## src/design/csrspmv_pkg.sv

```systemverilog
// shared types and constants for the compressed-row sparse matrix-vector core
package csrspmv_pkg;

    localparam logic [1:0] CMD_LOAD    = 2'd0;
    localparam logic [1:0] CMD_NONZERO = 2'd1;
    localparam logic [1:0] CMD_EMPTY   = 2'd2;

    localparam logic [1:0] REG_ACC_MODE  = 2'd0;
    localparam logic [1:0] REG_COL_COUNT = 2'd1;
    localparam logic [1:0] REG_ROW_COUNT = 2'd2;

    localparam int ACC_W  = 64;
    localparam int FRAC_W = 16;
    localparam int ROW_W  = 16;
    localparam int COL_W  = 11;
    localparam int IDX_W  = 10;
    localparam int DATA_W = 32;

    // one row-bearing item with its product, ready to accumulate
    typedef struct packed {
        logic                     valid;
        logic                     bad;
        logic                     row_end;
        logic [DATA_W-1:0]        prior;
        logic signed [ACC_W-1:0]  prod;
    } term_t;

    // a closed row, before rounding
    typedef struct packed {
        logic                     valid;
        logic signed [ACC_W-1:0]  acc;
        logic                     bad;
        logic                     sat;
        logic [ROW_W-1:0]         row_number;
        logic                     last;
    } row_t;

endpackage

```

## src/design/csrspmv_accum.sv

```systemverilog
// row accumulator: saturating 64-bit sum of products and row bookkeeping
module csrspmv_accum
    import csrspmv_pkg::*;
#(
    parameter int VALUE_WIDTH = 32
)
(
    input  logic             clk,
    input  logic             rst_n,
    input  logic             adv,
    input  logic             accumulate_mode,
    input  logic [ROW_W-1:0] row_count,
    input  term_t            term,
    output row_t             row
);

    localparam logic signed [ACC_W-1:0] ACC_MAX = {1'b0, {(ACC_W-1){1'b1}}};
    localparam logic signed [ACC_W-1:0] ACC_MIN = {1'b1, {(ACC_W-1){1'b0}}};

    logic signed [ACC_W-1:0] acc_reg;
    logic                    started_reg;
    logic                    bad_reg;
    logic                    sat_reg;
    logic [ROW_W-1:0]        row_counter_reg;
    row_t                    row_reg;

    logic signed [VALUE_WIDTH-1:0] prior_v;
    logic signed [ACC_W-1:0]       prior_ext;
    logic signed [ACC_W-1:0]       base;
    logic signed [ACC_W:0]         wide_sum;
    logic signed [ACC_W-1:0]       sum;
    logic                          ovf;
    logic                          bad_next;
    logic                          sat_next;
    logic                          last;

    always_comb
    begin
        prior_v   = term.prior[VALUE_WIDTH-1:0];
        prior_ext = ACC_W'(prior_v);
        // a new row starts from zero or from the prior value in Q32.32
        if (started_reg)
        begin
            base = acc_reg;
        end
        else if (accumulate_mode)
        begin
            base = prior_ext <<< FRAC_W;
        end
        else
        begin
            base = '0;
        end
        wide_sum = (ACC_W+1)'(base) + (ACC_W+1)'(term.prod);
        ovf      = wide_sum[ACC_W] != wide_sum[ACC_W-1];
        if (ovf)
        begin
            sum = wide_sum[ACC_W] ? ACC_MIN : ACC_MAX;
        end
        else
        begin
            sum = wide_sum[ACC_W-1:0];
        end
        bad_next = (started_reg & bad_reg) | term.bad;
        sat_next = (started_reg & sat_reg) | ovf;
        last     = row_counter_reg == (row_count - ROW_W'(1));
    end

    always_ff @(posedge clk or negedge rst_n)
    begin
        if (!rst_n)
        begin
            acc_reg         <= '0;
            started_reg     <= 1'b0;
            bad_reg         <= 1'b0;
            sat_reg         <= 1'b0;
            row_counter_reg <= '0;
            row_reg         <= '0;
        end
        else if (adv)
        begin
            row_reg.valid      <= term.valid & term.row_end;
            // closed-row payload
            row_reg.acc        <= sum;
            row_reg.bad        <= bad_next;
            row_reg.sat        <= sat_next;
            row_reg.row_number <= row_counter_reg;
            row_reg.last       <= last;
            if (term.valid)
            begin
                if (term.row_end)
                begin
                    acc_reg         <= '0;
                    started_reg     <= 1'b0;
                    bad_reg         <= 1'b0;
                    sat_reg         <= 1'b0;
                    row_counter_reg <= last ? '0 : row_counter_reg + ROW_W'(1);
                end
                else
                begin
                    acc_reg     <= sum;
                    started_reg <= 1'b1;
                    bad_reg     <= bad_next;
                    sat_reg     <= sat_next;
                end
            end
        end
    end

    assign row = row_reg;

endmodule
```

## config.mk

```make
export PLATFORM = sky130hd
export DESIGN_NAME = csrspmv_accum
export DESIGN_NICKNAME = d
export VERILOG_FILES = /design/src/design/csrspmv_pkg.sv /design/src/design/csrspmv_accum.sv
export SDC_FILE = /design/constraint.sdc
export NUM_CORES = 1
export LEC_CHECK = 0
export BUFFER_PORTS_ARGS = -buffer_cell sky130_fd_sc_hd__buf_4
export CORE_ASPECT_RATIO = 0.5
export CORE_MARGIN = 8
export CORE_UTILIZATION = 35
export DETAILED_ROUTE_END_ITERATION = 12
export PLACE_DENSITY = 0.59
export SLEW_MARGIN = 40
export SYNTH_ARGS = -nofsm -noshare
export SYNTH_HDL_FRONTEND = slang
export SYNTH_SLANG_ARGS = --single-unit
export TNS_END_PERCENT = 5
```

## constraint.sdc

```tcl
create_clock -name clk -period 3.71 [get_ports clk]
set_clock_uncertainty 0.15 [all_clocks]
set_input_delay 0.1855 -clock clk [delete_from_list [all_inputs] [get_ports clk]]
set_output_delay 0.1855 -clock clk [all_outputs]
set_load 0.1 [all_outputs]
```

## Word level (Yosys, flattened, before mapping)

Index checks and enable logic that the tools add are counted.

- Logic and storage cells: 32
- Input port bits: 119
- Register bits: 167
- Output and inout port bits: 84

- Reductions and logical operators: 2
- Eq/ne operators: 2
- Bitwise logic cells: 5
- Add/sub/neg operators: 3
- Muxes and demuxes: 9

Operators with widths:

| cell | count |
|---|---|
| $mux 64 | 5 |
| $add 64x64->65 | 1 |
| $add 16x1->16 const B | 1 |
| $eq 16x16->1 | 1 |
| $mux 16 | 1 |
| $sub 16x1->16 const B | 1 |
| $and 1x1->1 | 3 |
| $mux 1 | 3 |
| $reduce_and 3->1 | 1 |
| $or 1x1->1 | 2 |
| $reduce_and 2->1 | 1 |
| $ne 1x1->1 | 1 |

## Logic depth before layout (Yosys ltp)

Gate-level depths: netlist of the first run.

- Depth in word-level cells: 6
- Gate-level depth with buffers: 19
- Mapped depth without buffers: 14

## Worst setup path before layout of the first run

OpenSTA, ideal clock, no wires.

- Path type: register to register
- From: reg started_reg
- To: reg row_reg (netlist bit row[75])
- Period minus slack after synthesis: 4060 ps
- Cell stages (with the launch flop): 18
- Slack: -350 ps
- Library setup time: 121 ps
- Data arrival time: 3788 ps
- Cell sequence: dfrtp_1 > clkbuf_1 > clkbuf_1 > clkbuf_1 > nand2_1 > inv_1 > ha_1 > a211o_1 > a2111oi_4 > o211ai_1 > a21oi_2 > a31o_2 > o41ai_4 > and2_4 > mux2_2 > buf_6 > or2_1 > o22a_1

- Cells in the longest elaborated chain, start to end: 4
- Elaborated cells between the ends (all ways): 5
- Those cells by class: 1 x add/sub; 1 x eq/ne; 3 x mux

RTL lines:

| element | RTL line | text |
|---|---|---|
| start: declaration | csrspmv_accum.sv:21 | `logic started_reg;` |
| start signal: assignment | csrspmv_accum.sv:74 | `started_reg <= 1'b0;` |
| start signal: assignment | csrspmv_accum.sv:94 | `started_reg <= 1'b0;` |
| start signal: assignment | csrspmv_accum.sv:102 | `started_reg <= 1'b1;` |
| $mux 64 (*) | csrspmv_accum.sv:42 | `if (started_reg)` |
| $add 64x64->65 (*) | csrspmv_accum.sv:54 | `wide_sum = (ACC_W+1)'(base) + (ACC_W+1)'(term.prod);` |
| $mux 64 / $ne 1x1->1 (equally long branches) | csrspmv_accum.sv:58, csrspmv_accum.sv:55 |  |
| $mux 64 (*) | csrspmv_accum.sv:56 | `if (ovf)` |
| end: declaration | csrspmv_accum.sv:25 | `row_t row_reg;` |

Mark *: on every way between the ends. The rest lies on a longest branch, timed or not.
A chain may end at the register's enable or synchronous reset.

## Worst setup path after layout of the first run

- From: reg started_reg
- To: reg row_reg (netlist bit row[62])

The elaborated chain is that of the path after synthesis.

==> results of run 1 <==
-- how the worst max path moves through the flow --
stage / startpoint / endpoint / slack, ns / cells past startpoint
6_report: started_reg$_DFFE_PN0P_ / row[62]$_DFFE_PN0P_ / -0.25 / 15
5_1_grt: started_reg$_DFFE_PN0P_ / acc_reg[61]$_DFFE_PN0P_ / -0.46 / 20
4_1_cts: started_reg$_DFFE_PN0P_ / acc_reg[56]$_DFFE_PN0P_ / -0.25 / 19
3_5_place_dp: started_reg$_DFFE_PN0P_ / acc_reg[34]$_DFFE_PN0P_ / -0.43 / 17
3_3_place_gp: started_reg$_DFFE_PN0P_ / row[66]$_DFFE_PN0P_ / -0.37 / 17
2_1_floorplan: started_reg$_DFFE_PN0P_ / row[75]$_DFFE_PN0P_ / 0.001 / 17
-- layer usage --
| layer | share of wire, % | wire length [um] | vias to the layer above | GRT usage [%] |
|---|---|---|---|---|
| li1 | - | - | 5989 | - |
| met1 | 47 | 20910 | 5944 | 29.45 |
| met2 | 47 | 20550 | 275 | 34.38 |
| met3 | 4.3 | 1897 | 50 | 3.547 |
| met4 | 1.8 | 785 | 0 | 5.222 |
| met5 | 0 | 0 | - | 0 |
-- stage by stage --
stage          total power, mW  util (%)  setup TNS (ns)
2_1_floorplan            9.099         -               0
3_3_place_gp             12.36     47.60          -33.79
3_5_place_dp             12.38     47.60          -42.78
4_1_cts                  14.92     51.18          -24.10
5_1_grt                  16.01     51.98          -46.87
6_report                 15.15     51.98          -24.93
-- critical path: cells and delay by family (launching register included) --
family                     cells  cell delay, ns
AOI/OAI and AO/OA              9            1.68
DFF                            1            0.47
and+or+nand+nor                1            0.19
adders and majority gates      1            0.29
muxes                          1            0.39
buffers and inverters          3            0.62
-- area by class of cell --
cell class                      count  share of cell area (%)
Multi-Input combinational cell   1129                   44.94
Sequential cell                   167                   24.25
Timing Repair Buffer              496                   22.85
Tap cell                          441                   3.201
Clock buffer                       17                   2.468
Clock inverter                     15                   1.227
Inverter                           49                   1.067
-- cells in the mapped netlist (4+ instances only) --
library cell | n | area (um2)
a21oi_1 | 225 | 1126
dfrtp_1 | 167 | 4179
nand2_1 | 148 | 555.5
nor2_1 | 138 | 518.0
o21ai_0 | 118 | 590.6
ha_1 | 67 | 838.3
clkbuf_1 | 60 | 225.2
inv_1 | 49 | 183.9
xnor2_1 | 48 | 420.4
xor2_1 | 37 | 324.1
a22o_1 | 31 | 271.5
nand4_1 | 27 | 168.9
a21o_1 | 25 | 187.7
and2_1 | 19 | 118.9
mux2_2 | 18 | 202.7
nor3_1 | 16 | 80.08
o21bai_1 | 16 | 120.1
nand3_1 | 14 | 70.07
buf_2 | 13 | 65.06
a31oi_1 | 11 | 68.82
and3_1 | 11 | 68.82
nand2b_1 | 11 | 68.82
o21a_1 | 10 | 75.07
a211oi_1 | 8 | 60.06
a221oi_1 | 8 | 70.07
buf_4 | 8 | 60.06
nor2b_1 | 8 | 50.05
o211ai_1 | 7 | 52.55
o22ai_1 | 7 | 43.79
mux2i_1 | 6 | 60.06
nor4_1 | 6 | 37.54
o31ai_1 | 6 | 45.04
o21ai_1 | 5 | 25.02
a21boi_0 | 4 | 30.03
a21oi_2 | 4 | 35.03
a22oi_1 | 4 | 30.03
nand3b_1 | 4 | 30.03
o22a_1 | 4 | 35.03
-- power by group through the flow --
stage / sequential, mW / combinational, mW / clock (mW)
6_report: 2.93 / 10.3 / 1.92
5_1_grt: 3.02 / 11.0 / 2.03
4_1_cts: 2.93 / 10.0 / 1.95
3_5_place_dp: 2.95 / 9.44 / 0
3_3_place_gp: 2.95 / 9.41 / 0
2_1_floorplan: 5.55 / 3.55 / 0
-- logic make-up after synthesis --
| group | Yosys count | synth area share [%] |
|---|---|---|
| compound gates | 525 | 27.46 |
| simple gates | 426 | 16.73 |
| flops | 167 | 35.31 |
| buf+inv | 134 | 4.737 |
| xor+xnor | 85 | 6.291 |
| fa+ha+maj | 68 | 7.253 |
| mux | 24 | 2.220 |
-- repair_timing --
| action | CTS | global route |
|---|---|---|
| hold endpoints to repair | 66 | 0 |
| setup buffers | 4 | 2 |
| hold buffers | 4 | 0 |
| endpoints found under the setup margin | 128 | 128 |
| gates resized for setup | 91 | 62 |
| gates cloned | 4 | 0 |
| pin swaps | 9 | 13 |
==> summary.txt, run 1 <==
Status
  • Status: complete, but fails checks
  • Failing checks: setup timing

Clock tree
  • Sink Count: roughly 170
  • Clock-pin slew on the worst setup and hold paths: 0.08 ns
  • Clock tree buffer depth: 2
  • Root Driver: clkbuf_16
  • CTS tree: yes
  • Clk_lat worst skew: around 0.47 ns
  • H-tree Lvls: 4
  • CTS Buf Count: 17

Worst setup path
  • Register-to-register setup slack: -0.25 ns
  • Reg2reg path depth: 15
  • Crit start category: register
  • WP data required: approximately 3.9 ns
  • Crit Path Max Fanout: 15
  • CP cell instances: buf_4 > buf_4 > a21oi_1 > ha_1 > a21o_1 > a21o_1 > a21oi_1 > a21oi_1 > a2111oi_4 > o41ai_4 > and2_4 > mux2_4 > buf_16 > a21oi_2 > a21oi_1
  • RR Startpoint: started_reg$_DFFE_PN0P_
  • CP dominant cell by count: a21oi_1
  • CP Capture Type: register
  • CP Data Arrival Time: 4.11 ns
  • Worst flop-to-flop path endpoint: row[62]$_DFFE_PN0P_
  • Largest stage delay, worst path: between 0.4 and 0.5 ns
  • Critical path class: reg2reg
  • Slowest cell on the critical path: dfrtp_2

Logic synthesis
  • Post-synthesis cell type count: 75
  • Ys async rst share: between 90% and 100%
  • Synthesized area: between 10,000 and 15,000 um2
  • Sequential area share after synthesis: 35.31%
  • Post-synth EDFFs: 0
  • Seq cells post-synth: approximately 170
  • Post-synth net total: about 1,600
  • Cells after Synth: between 1,000 and 1,500
  • Ys Warns: 0
  • Syn Area/Cell: approximately 8.3 um2
  • Dominant synthesized flop cell: dfrtp_1

Place
  • Placed Cells: between 2,000 and 2,500
  • RD Place Congestion: between 0.9 and 1
  • PortBufs: approximately 200
  • Post-DP Area: about 16,000 um2
  • Pre-CTS setup slack: -0.4324 ns
  • Post-DP HPWL: 33,600 um

Power and ir drop
  • Power density over the cells: approximately 880 nW/um2
  • Switch Pwr: around 8 mW
  • Sw frac: 52.36%
  • Logic gate share of total power: 68.0%
  • Cell-internal power: 7.217 mW
  • Max VDD drop: ~0.37 mV
  • Clk pwr share: roughly an eighth
  • Leakage power: between 7 and 8 nW
  • Sequential share of power: about a fifth

STA
  • Worst-Margin Slew: just over 0.8 ns
  • RSZ-0062 raised after global routing: yes
  • Final setup violation count: about 130
  • Max Freq: 0.2525 GHz
  • Tcrit/Tclk final: 106.7%
  • Fin. max-slew vios: 0
  • Final hold vios: 0
  • Final hold slack: 0.05313 ns
  • Slew HR: a little under half
  • Final min period: between 3 and 4 ns
  • Setup slack after layout: -0.2500 ns

Min path
  • Min-delay src: adv
  • Hold path depth: 3
  • Min-delay worst type: in2reg
  • Hold Crit Endpoint: acc_reg[47]$_DFFE_PN0P_

Drt
  • WL/cell: between 15 and 20 um
  • Post-Route WL: 44,140 um
  • Final ANT Viol Nets: 0
  • Routed vias: around 12,000
  • Vias per cell: 5.297
  • Post-route DRC: 0
  • Pre-Repair DR Iteration Count: 5
  • DRT iter0 DRCs: about 870

Run
  • MaxCap Viol Count: 0

Global routing
  • Initial antenna violation count: 0
  • Vias in the first global route: around 12,000
  • First-pass GRT wire length: approximately 69,000 um
  • Total track usage: around a fifth
  • Largest net degree at the start of global routing: 78
  • Total grt overflow: 0

Floorplanning
  • Die Wd: between 200 and 300 um
  • Die H: around 150 um
  • Cell Rows: 47
  • I/O pin cnt: around 200
  • Die ar.: 40,310 um2
  • Initial Util: 35.68%
  • Core Region: roughly 33,000 um2

Layout
  • FILL cells: ~3,200
  • Most frequent cells in the layout: 470 x buf_4, 172 x a21oi_1, 166 x dfrtp_1
  • Final cell count without fillers: ~2,300
  • Area Overhead vs Synth: 45.68%
  • Share of layout cells above drive strength 1: 36.41%
  • Leading cell type in the layout, fill and taps excluded: buf_4
  • # nets final: around 2,000
  • Fin area: about 17,000 um2
  • Largest register FFs: between 80 and 90
  • Reg area: 4180 um2
  • Area of the multi-input gates: between 7000 and 8000 um2
  • Diode count: 0
No activity file was read; power rests on OpenSTA's default activity.
==> run 2, diff against run 1 <==
--- a/config.mk
+++ b/config.mk
@@ -9,8 +9,10 @@
 export CORE_ASPECT_RATIO = 0.5
 export CORE_MARGIN = 8
 export CORE_UTILIZATION = 35
+export CTS_CLUSTER_DIAMETER = 150
 export DETAILED_ROUTE_END_ITERATION = 12
 export PLACE_DENSITY = 0.59
+export SETUP_SLACK_MARGIN = 0.2
 export SLEW_MARGIN = 40
 export SYNTH_ARGS = -nofsm -noshare
 export SYNTH_HDL_FRONTEND = slang
==> run 2 against run 1 <==
Net effect:
- the run still ends with setup timing left
- setup slack worse by 0.0084 ns
- design area up 0.91%
- fmax down 0.21%
- sequential share of layout area down 0.22 points
- sequential power about the same
- via count down 1.4%
- largest power group unchanged
- highest routed layer unchanged
==> summary.txt, run 2 (synthesized netlist as in run 1, its figures left out) <==
Worst setup path
  • End of the critical path: acc_reg[57]$_DFFE_PN0P_
  • Worst Setup SP: started_reg$_DFFE_PN0P_
  • CP Capture Type: register
  • Register-to-register setup slack: -0.26 ns (about the same)
  • Crit Path Max Fanout: 22 (+7)
  • WP data required: 3.88 ns (+0.02 ns)
  • Reg2reg path depth: 16 (+1)
  • Critical path class: reg2reg
  • RR Startpoint: started_reg$_DFFE_PN0P_
  • Crit start category: register
  • CP Data Arrival Time: 4.14 ns (+0.03 ns)
  • Worst flop-to-flop path endpoint: acc_reg[57]$_DFFE_PN0P_

Layout
  • Area Overhead vs Synth: 47.01%
  • Diode count: 0 (unchanged)
  • Fin area: 17,400 um2 (+0.91%)
  • Largest register FFs: 84 (unchanged)
  • FILL cells: 3,155 (-0.94%)
  • Leading cell type in the layout, fill and taps excluded: buf_4
  • Share of layout cells above drive strength 1: 37.21% (+0.79 points)
  • # nets final: 2,042 (-0.24%)
  • Layout Utilization: 52.45% (+0.48 points)
  • Final cell count without fillers: 2,309 (-0.22%)
  • Most frequent cells in the layout: 460 x buf_4, 174 x a21oi_1, 166 x dfrtp_1

STA
  • Tcrit/Tclk final: 107.0% (+0.23 points)
  • Slew HR: 48.51% (+3.0 points)
  • Fin. max-slew vios: 0 (unchanged)
  • RSZ-0062 raised after global routing: yes
  • Final min period: 3.968 ns (+0.008355 ns)
  • Worst-Margin Slew: 0.7723 ns (-0.04517 ns)
  • Max Freq: 0.2520 GHz (-0.21%)
  • Final hold vios: 0 (unchanged)
  • Final setup violation count: 127 (unchanged)
  • Final hold slack: 0.1508 ns (+0.09771 ns)
  • Setup slack after layout: -0.2583 ns (-0.008355 ns)

Run
  • MaxCap Viol Count: 0 (unchanged)

Floorplanning
  • Core Region: 33,170 um2 (unchanged)
  • Die H: 146.0 um (unchanged)
  • I/O pin cnt: 203 (unchanged)
  • Initial Util: 35.68% (unchanged)
  • Cell Rows: 47 (unchanged)
  • Die ar.: 40,310 um2 (unchanged)
  • Die Wd: 276.0 um (unchanged)

Drt
  • Pre-Repair DR Iteration Count: 5 (unchanged)
  • WL/cell: 18.28 um (-4.2%)
  • Routed vias: 12,089 (-1.4%)
  • Vias per cell: 5.236 (-1.2%)
  • Post-Route WL: 42,210 um (-4.4%)
  • Final ANT Viol Nets: 0 (unchanged)
  • DRT iter0 DRCs: 669 (-23%)
  • Post-route DRC: 0 (unchanged)

Clock tree
  • Clock-pin slew on the worst setup and hold paths: 0.08 ns (about the same)
  • Clk_lat worst skew: 0.46 ns (about the same)
  • CTS tree: yes
  • H-tree Lvls: 4 (unchanged)
  • Clock tree buffer depth: 2 (unchanged)
  • Root Driver: clkbuf_16
  • Sink Count: 167 (unchanged)
  • CTS Buf Count: 17 (unchanged)

Place
  • Post-DP Area: 15,790 um2 (about the same)
  • Placed Cells: 2,260 (-0.35%)
  • Pre-CTS setup slack: -0.2846 ns (+0.1478 ns)
  • RD Place Congestion: 0.9687 (+2.4%)
  • Post-DP HPWL: 32,670 um (-2.8%)
  • PortBufs: 202 (unchanged)

Status
  • Failing checks: setup timing
  • Status: complete, but fails checks

Power and ir drop
  • Leakage power: 7.970 nW (about the same)
  • Power density over the cells: 868.9 nW/um2 (-1.1%)
  • Max VDD drop: 0.4508 mV (+22%)

Global routing
  • Met1 Resource Use GR: 27.21% (-2.2 points)
  • Top Usage Layer GRT: met2
  • First-pass GRT wire length: 67,190 um (-2.9%)
  • Met2 GRT Util: 34.13% (-0.25 points)
  • Initial antenna violation count: 0 (unchanged)
  • Total grt overflow: 0 (unchanged)
  • Largest net degree at the start of global routing: 80 (+2.6%)
  • Vias in the first global route: 12,124 (-0.66%)
  • Met3 Usage GRT: 3.754% (+0.21 points)
  • Total track usage: 20.41% (-0.86 points)

Min path
  • Min-delay worst type: in2async
==> run 2: cell type report <==
| class | count | area, um2 | area share, % |
|---|---|---|---|
| multi-input combinational | 1128 | 7919 | 45.52 |
| clock inverter | 15 | 197.7 | 1.136 |
| timing repair buffer | 492 | 3939 | 22.64 |
| tap | 441 | 551.8 | 3.172 |
| clock buffer | 17 | 425.4 | 2.445 |
| inverter | 49 | 183.9 | 1.057 |
| sequential | 167 | 4180 | 24.03 |
==> run 2: through the flow <==
step | power, mW | setup TNS [ns]
after floorplan | 9.116 | 0
after global placement | 12.31 | -18.05
after detailed placement | 12.33 | -23.69
after CTS | 14.79 | -18.44
after global routing | 15.97 | -43.50
final | 15.12 | -21.79
==> run 2: worst min path at each step <==
stage / to / from / depth (start not counted)
2_1_floorplan: acc_reg[0]$_DFFE_PN0P_ / rst_n / 0
3_3_place_gp: row[26]$_DFFE_PN0P_ / rst_n / 1
3_5_place_dp: row[26]$_DFFE_PN0P_ / rst_n / 1
4_1_cts: row_counter_reg[1]$_DFFE_PN0P_ / row_count[11] / 4
5_1_grt: row[62]$_DFFE_PN0P_ / term[43] / 5
6_report: row[27]$_DFFE_PN0P_ / rst_n / 2
==> run 2: routing by layer <==
layer  vias to the layer above  part of all wire [%]  wire length [um]
li1                       5977                     -                 -
met1                      5835                    47             19770
met2                       237                    47             20040
met3                        40                   4.0              1688
met4                         0                   1.7               708
met5                         -                     0                 0
==> run 2: worst max-delay path: stages, from the launching register on <==
cell and delay (ns):
dfrtp_2 0.48, nor2b_4 0.07, buf_12 0.16, buf_4 0.14, a22o_1 0.22, ha_4 0.28, nand4_1 0.21, nor4_1 0.33
o21ai_1 0.10, o21ba_2 0.27, o311ai_2 0.13, nor3b_4 0.19, and2_4 0.17, mux2_4 0.32, bufbuf_16 0.30, a41oi_4 0.18
o22ai_1 0.10
==> run 2: timing repair <==
action | in CTS | in global routing
pin swaps | 17 | 15
endpoints found under the hold margin | 68 | 0
setup buffers | 7 | 3
hold buffers | 5 | 0
resized for setup | 98 | 68
endpoints found under the setup margin | 128 | 130
cloned | 1 | 1
==> run 2: report_power, final <==
part | total, mW | internal (mW) | switching (mW)
Sequential | 2.92 | 2.51 | 0.417
Clock | 1.90 | 0.981 | 0.916
Combinational | 10.3 | 3.79 | 6.51
==> run 3, diff against run 2 <==
--- a/config.mk
+++ b/config.mk
@@ -6,12 +6,15 @@
 export NUM_CORES = 1
 export LEC_CHECK = 0
 export BUFFER_PORTS_ARGS = -buffer_cell sky130_fd_sc_hd__buf_4
+export CELL_PAD_IN_SITES_DETAIL_PLACEMENT = 1
+export CELL_PAD_IN_SITES_GLOBAL_PLACEMENT = 1
 export CORE_ASPECT_RATIO = 0.5
 export CORE_MARGIN = 8
 export CORE_UTILIZATION = 35
+export CTS_BUF_LIST = sky130_fd_sc_hd__clkbuf_4
 export CTS_CLUSTER_DIAMETER = 150
 export DETAILED_ROUTE_END_ITERATION = 12
-export PLACE_DENSITY = 0.59
+export PLACE_DENSITY = 0.74
 export SETUP_SLACK_MARGIN = 0.2
 export SLEW_MARGIN = 40
 export SYNTH_ARGS = -nofsm -noshare
==> run 3 against run 2 <==
Net effect:
- the flow still finishes with violations (setup timing)
- wire length is 18% higher
- count of clock-buffer cells in the layout stayed put
- setup slack worse by 0.13 ns
- first-iteration DRC count is 23% higher
- power is 3.8% lower
- clock power is 37% lower
- sequential power hardly changed
- design area is 1.9% lower
- non-clock buffer count is 33 higher
==> summary.txt, run 3 (synthesized netlist as in run 1, its figures left out) <==
Status
  • Status: complete, but fails checks
  • Failing checks: setup timing

Layout
  • Fin area: 17,070 um2 (-1.9%)
  • Share of layout cells above drive strength 1: 36.31% (-0.89 points)
  • Area Overhead vs Synth: 44.25%
  • # nets final: 2,077 (+1.7%)
  • Leading cell type in the layout, fill and taps excluded: buf_4
  • Largest register FFs: 84 (unchanged)
  • Most frequent cells in the layout: 491 x buf_4, 175 x a21oi_1, 166 x dfrtp_1

STA
  • Fin. max-slew vios: 0 (unchanged)
  • RSZ-0062 raised after global routing: yes
  • Final hold vios: 0 (unchanged)
  • Final setup violation count: 128 (+0.79%)
  • Worst-Margin Slew: 0.8282 ns (+0.05590 ns)
  • Slew HR: 44.59% (-3.9 points)
  • Final min period: 4.102 ns (+0.1339 ns)
  • Max Freq: 0.2438 GHz (-3.3%)
  • Tcrit/Tclk final: 110.6% (+3.6 points)
  • Setup slack after layout: -0.3922 ns (-0.1339 ns)

Clock tree
  • CTS Buf Count: 17 (unchanged)
  • Root Driver: clkbuf_4
  • Clock-pin slew on the worst setup and hold paths: 0.20 ns (+0.12 ns)
  • H-tree Lvls: 4 (unchanged)
  • Clk_lat worst skew: 0.66 ns (+0.20 ns)
  • CTS tree: yes
  • Sink Count: 167 (unchanged)
  • Clock tree buffer depth: 2 (unchanged)

Place
  • Post-DP HPWL: 38,410 um (+18%)
  • PortBufs: 202 (unchanged)
  • RD Place Congestion: 0.9379 (-3.2%)
  • Post-DP Area: 15,930 um2 (+0.87%)

Floorplanning
  • Die H: 146.0 um (unchanged)
  • Die ar.: 40,310 um2 (unchanged)
  • Initial Util: 35.68% (unchanged)
  • Die Wd: 276.0 um (unchanged)
  • Cell Rows: 47 (unchanged)
  • I/O pin cnt: 203 (unchanged)
  • Core Region: 33,170 um2 (unchanged)

Global routing
  • Total grt overflow: 0 (unchanged)
  • Total track usage: 24.12% (+3.7 points)
  • Initial antenna violation count: 2 (+2)
  • Largest net degree at the start of global routing: 73 (-8.8%)
  • First-pass GRT wire length: 79,170 um (+18%)
  • Vias in the first global route: 14,326 (+18%)

Power and ir drop
  • Tot Pwr: 14.54 mW (-3.8%)
  • Power density over the cells: 851.8 nW/um2 (-2.0%)
  • Max VDD drop: 0.3867 mV (-14%)
  • Leakage power: 7.991 nW (+0.27%)

Worst setup path
  • WP data required: 4.12 ns (+0.24 ns)
  • CP Data Arrival Time: 4.51 ns (+0.37 ns)
  • Critical path class: reg2reg
  • Crit start category: register
  • Crit Path Max Fanout: 10 (-55%)
  • CP Capture Type: register

Drt
  • Post-route DRC: 0 (unchanged)
  • Pre-Repair DR Iteration Count: 5 (unchanged)
  • Routed vias: 12,870 (+6.5%)
  • WL/cell: 21.23 um (+16%)
  • DRT iter0 DRCs: 824 (+23%)
  • Post-Route WL: 49,810 um (+18%)
  • Vias per cell: 5.486 (+4.8%)
  • Final ANT Viol Nets: 0 (unchanged)

Min path
  • Min-delay worst type: in2reg

Run
  • MaxCap Viol Count: 0 (unchanged)
## run 3: per-layer routing
layer	track usage (%)	part of all wire, %	vias to the layer above
met3	4.342	4.2	55
li1	-	-	6042
met5	0	0	-
met4	6.954	2.0	0
met2	41.61	48	281
met1	30.76	45	6492
## run 3: worst paths after layout
path	start	endpoint	slack, ns	depth (start not counted)
worst max-delay path	started_reg$_DFFE_PN0P_	acc_reg[49]$_DFFE_PN0P_	-0.39	18
worst min-delay path	term[10]	acc_reg[10]$_DFFE_PN0P_	0.06	6
worst max register to register	started_reg$_DFFE_PN0P_	acc_reg[49]$_DFFE_PN0P_	-0.39	18
worst min register to register	acc_reg[7]$_DFFE_PN0P_	acc_reg[7]$_DFFE_PN0P_	0.35	2
max in group asynchronous	rst_n	acc_reg[30]$_DFFE_PN0P_	2.48	4
min in group asynchronous	rst_n	row_counter_reg[4]$_DFFE_PN0P_	0.52	4
## run 3: final cells by class
class / instances / area, um2
multi-input cells: 1130 / 7651
clock inverters: 15 / 172.7
diodes: 2 / 5.005
inverters: 49 / 183.9
repair buffers: 525 / 4198
well taps: 441 / 551.8
clock buffers: 17 / 127.6
fillers: 3978 / 16100
flip-flops and latches: 167 / 4180
## run 3: repair_timing
item                                    CTS  global route
endpoints found under the setup margin  130           130
setup buffers                             8             6
pin swaps                                 7             8
gates cloned                              2             1
endpoints found under the hold margin   152             0
hold buffers                             15             0
resized for setup                        90            42
## run 3: report_power, final
group	total [mW]	internal (mW)	switching (mW)
clock network	1.20	0.320	0.880
logic	10.4	3.71	6.68
registers	2.95	2.50	0.448
## run 3: stage by stage
step	hold WS (ns)	util [%]	worst slack, ns	TNS [ns]	cells
after floorplan	-0.2601	-	0.03227	0	1429
after global placement	0.1043	48.03	-0.4670	-49.34	2280
after detailed placement	0.1318	48.03	-0.6003	-65.45	2280
after CTS	0.005154	50.81	-0.2610	-24.57	2337
after global routing	0.03678	51.47	-0.5170	-48.68	2346
final	0.05889	51.47	-0.3922	-36.53	2346
## run 3: worst max-delay path, stage by stage, from the launching register on
cell	delay, ns
dfrtp_2	0.51
buf_6	0.17
a21oi_4	0.22
buf_4	0.16
a21oi_1	0.04
ha_1	0.33
a21o_1	0.22
a21o_1	0.19
a21oi_2	0.21
a21oi_2	0.10
a2111oi_4	0.39
o41ai_4	0.17
and2_4	0.18
buf_4	0.14
a21oi_4	0.14
buf_12	0.15
buf_12	0.15
nand2_1	0.08
a221oi_1	0.31
